<file path="config.mk">
export PLATFORM = sky130hd
export DESIGN_NAME = mkb_mred
export DESIGN_NICKNAME = d
export VERILOG_FILES = /design/src/sv/mkb_pkg.sv /design/src/sv/mkb_mred.sv
export SDC_FILE = /design/constraint.sdc
export NUM_CORES = 1
export LEC_CHECK = 0
export BUFFER_PORTS_ARGS = -buffer_cell sky130_fd_sc_hd__buf_4
export CELL_PAD_IN_SITES_DETAIL_PLACEMENT = 0
export CELL_PAD_IN_SITES_GLOBAL_PLACEMENT = 1
export CORE_AREA = 10 10 116 118
export DETAILED_ROUTE_END_ITERATION = 6
export DIE_AREA = 0 0 126 128
export GPL_TIMING_DRIVEN = 1
export PLACE_DENSITY_LB_ADDON = 0.1
export SYNTH_ARGS = -nofsm -noshare
export SYNTH_HDL_FRONTEND = slang
export SYNTH_SLANG_ARGS = --single-unit
</file>
<file path="constraint.sdc">
create_clock -name clk -period 7.85 [get_ports clk]
set_input_delay 0.3925 -clock clk [delete_from_list [all_inputs] [get_ports clk]]
set_output_delay 0.3925 -clock clk [all_outputs]
set_load 0.05 [all_outputs]
</file>
<file path="src/sv/mkb_pkg.sv">
// Shared constants and control types for the masked Kyber base multiplier.
package mkb_pkg;

  localparam int KYBER_Q       = 3329;
  localparam int QINV          = -3327;
  localparam int TWIDDLE_RESET = -1044;
  localparam int HALF_BITS     = 16;
  localparam int COEF_W        = 16;
  localparam int ACC_W         = 32;
  localparam int TWIDDLE_W     = 12;
  localparam int MASK_PAIR_W   = 32;
  localparam int NUM_STAGES    = 7;

  // Load enables for a two-stage section of the pipeline.
  typedef struct packed {
    logic first;
    logic second;
  } mkb_en2_t;

endpackage

</file>
<file path="src/sv/mkb_mred.sv">
// Two-stage Montgomery reducer over a number of parallel lanes.
module mkb_mred #(
  parameter int LANES = 1
) (
  input  logic                                    clk,
  input  mkb_pkg::mkb_en2_t                       en,
  input  logic [LANES-1:0][mkb_pkg::ACC_W-1:0]    x_i,
  output logic [LANES-1:0][mkb_pkg::COEF_W-1:0]   y_o
);

  localparam int CW = mkb_pkg::COEF_W;
  localparam int AW = mkb_pkg::ACC_W;
  localparam logic [CW-1:0]        QINV16 = CW'(mkb_pkg::QINV);
  localparam logic signed [12:0]   Q13    = 13'(mkb_pkg::KYBER_Q);

  logic [LANES-1:0][AW-1:0] x_r;
  logic [LANES-1:0][CW-1:0] t_r, t_nxt;
  logic [LANES-1:0][CW-1:0] y_r, y_nxt;
  logic signed [AW-1:0]     tq [LANES];
  logic [AW-1:0]            d  [LANES];

  always_comb begin
    for (int l = 0; l < LANES; l++) begin
      // Only the low half of x times q^-1 matters for t.
      t_nxt[l] = CW'(x_i[l][CW-1:0] * QINV16);
      tq[l]    = $signed(t_r[l]) * Q13;
      d[l]     = x_r[l] - AW'(tq[l]);
      y_nxt[l] = d[l][AW-1:mkb_pkg::HALF_BITS];
    end
  end

  always_ff @(posedge clk) begin
    if (en.first) begin
      x_r <= x_i;
      t_r <= t_nxt;
    end
    if (en.second) begin
      y_r <= y_nxt;
    end
  end

  assign y_o = y_r;

endmodule

</file>
==> results.json <==
{
  "status": "complete, no violations",
  "crit_chain": "ha_1, inv_1, fa_1, inv_1, ha_1, fa_1, ha_1, ha_1, a21oi_1, o21bai_1, a21oi_1, o21ai_0, a211oi_1, o21bai_1, a21oi_1, xor2_1, ha_1, nand4_1, or2_2, o22ai_2, o41a_1, or4_1, mux2i_1, xor2_1",
  "timing.rr.end": "y_o[15]$_DFFE_PP_",
  "synth_top_cells_by_area": "edfxtp_1 31%, ha_1 29%, fa_1 14%",
  "crit_slowest_cell": "or4_1",
  "clk_latency_ps": 300,
  "tightestPinTransition_ps": 522.8,
  "rrSetupSlack_ps": 1350,
  "dp_slack_ps": 1315,
  "crit_arrival_ps": 6560,
  "area.growth.synth_to_final_pct": 13.01,
  "hpwl_um": 8688,
  "die_y_um": 128,
  "ys_seq_elements": 56,
  "gp_congestion": 0.7992,
  "synth_top_area_cell": "edfxtp_1",
  "crit_top_cell": "ha_1",
  "nNetsFinal": 702,
  "synthSimpleGateAreaFrac": 0.05691,
  "yosys_warnings": 0,
  "final_cell_mix": "126 x ha_1, 56 x edfxtp_1, 51 x buf_4",
  "synthesis.nets": 644,
  "synth_flop_cell": "edfxtp_1",
  "post-route-util": 0.5491,
  "critPathMaxFanout": 5,
  "period_share": 0.8286,
  "synth_top_family_by_area": "adder cells",
  "hold_depth": 1,
  "grt_antenna_before_repair": 0,
  "grt_pass1_vias": 3671,
  "fin_ws_ps": 1345,
  "synthCells": 445,
  "r2r_cells": 24,
  "hp-class": "in -> reg",
  "drtAntennaViolNets": 0,
  "slew_violations": 0,
  "hold_ws_ps": 262.0,
  "clkSinkCount": 56,
  "rows": 39,
  "maxCapViolations": 0,
  "synth_fa_ha_area_frac": 0.4286,
  "min-delay-start": "x_i[26]",
  "tritoncts": "done",
  "grt_max_degree": 41,
  "tns_ps": 0,
  "vias_per_cell": 5.312,
  "drt_wl_total_um": 10130,
  "period_minus_slack_ps": 6505,
  "final_common_cell": "ha_1",
  "critPathMaxStageDelay_ps": 510,
  "post_cts_resized": 0,
  "antenna_cells": 0,
  "synth_compound_area_frac": 0.1017,
  "holdBufCountCts": 0,
  "cts.path.max_buffers": 2,
  "cts-buffers-inserted": 5,
  "startpoint": "x_r[1]$_DFFE_PP_",
  "clk_transition_reported_paths_ps": 70,
  "wl_per_cell_um": 15.66,
  "die_area_um2": 16130,
  "fin_skew_ps": 7.424,
  "ys_seq_area_frac": 0.3084,
  "synth.avg_cell_area_um2": 12.25,
  "grt_pass1_wl_um": 17210,
  "track_usage": 0.1309,
  "max_freq_ghz": 0.1537,
  "setup_viol": 0,
  "muxShareOfSynthArea": 0.003671,
  "grt-ovfl-total": 0,
  "relSlewSlack": 0.6477,
  "async_flop_share": 0,
  "ys_types": 44,
  "post_cts_buffers": 0,
  "die_width_um": 126,
  "holdPathEnd": "x_r[26]$_DFFE_PP_",
  "start_kind": "register",
  "worstSetupPathType": "reg -> reg",
  "start_util": 0.4858,
  "required_ps": 7900,
  "core_um2": 11220,
  "io_buffers": 50,
  "rsz0062_at_grt": "no",
  "synth_edf_count": 56,
  "clockRootBuffer": "clkbuf_16",
  "drive_above_1_share": 0.1409,
  "synth_top_area_frac": 0.3084,
  "drc": 0,
  "fillCellCount": 972,
  "synth_xor_area_frac": 0.07389,
  "vias": 3437,
  "drt-initial-drc-count": 160,
  "finalHoldViolations": 0,
  "r2r-start": "x_r[1]$_DFFE_PP_",
  "cp-end-kind": "register",
  "syn_area_um2": 5453,
  "ioPinCount": 51,
  "dr.pass1.iters": 4,
  "cts_htree_levels": 2
}
==> critical path: cells and delay by family (launching register included) <==
kind / cells / cell delay [ps]
buffers and inverters: 2 / 90
adders and majority gates: 7 / 2500
xor gates and xnor gates: 2 / 240
DFF: 1 / 420
and+or+nand+nor: 3 / 720
muxes: 1 / 170
AOI/OAI and AO/OA: 9 / 2110
==> registers in the layout, indices dropped and copies added, names as in the netlist <==
register / cells
y_o: 16
t_r: 8
x_r: 32
==> cell families (layout without fill, tap and decap cells) <==
group | count (synthesis) | after routing
adders and majority gates | 164 | 164
AOI/OAI and AO/OA | 78 | 78
and+or+nand+nor | 60 | 60
DFF | 56 | 56
xor gates and xnor gates | 46 | 46
buffers and inverters | 39 | 98
muxes | 2 | 2
==> area by class of cell <==
| type | instances | area (um2) | area share |
|---|---|---|---|
| flip-flops and latches | 56 | 1682 | 0.2729 |
| well taps | 143 | 178.9 | 0.02904 |
| multi-input cells | 350 | 3625 | 0.5882 |
| clock inverters | 3 | 22.52 | 0.003655 |
| repair buffers | 51 | 382.9 | 0.06213 |
| inverters | 39 | 146.4 | 0.02376 |
| clock buffers | 5 | 125.1 | 0.02030 |
==> per-layer routing <==
metal,vias to the layer above,GRT usage,share of wire
met4,0,0.05559,0.030
met2,57,0.2287,0.50
li1,1744,-,-
met1,1619,0.1519,0.44
met3,17,0.02812,0.030
met5,-,0,0
==> Yosys cell counts (all sizes together) (4+ instances only) <==
master    n
ha      126
nand3    12
nor2     15
a21oi    26
nor2b     4
inv      39
nand2    10
o21a      5
fa       38
o21bai    5
edfxtp   56
nor3      4
xor2     14
a211oi    4
xnor2    32
a21o     14
o21ai     7
nand2b    4
==> worst max-delay path by stage <==
stage | slack [ps] | depth (start not counted) | endpoint
floorplan | 1760 | 24 | y_o[15]$_DFFE_PP_
global placement | 1400 | 24 | y_o[15]$_DFFE_PP_
detailed placement | 1310 | 24 | y_o[15]$_DFFE_PP_
CTS | 1290 | 24 | y_o[15]$_DFFE_PP_
global route | 930 | 24 | y_o[15]$_DFFE_PP_
finish | 1350 | 24 | y_o[15]$_DFFE_PP_
==> through the flow <==
step                std cells  instance area (um2)
global route              647                 6162
CTS                       647                 6162
detailed placement        639                 6015
global placement          639                 6015
floorplan                 445                 5453
finish                    647                 6162
Power is not shown: default switching activity piles up to over one toggle a cycle in this logic, so the estimate is an artifact.
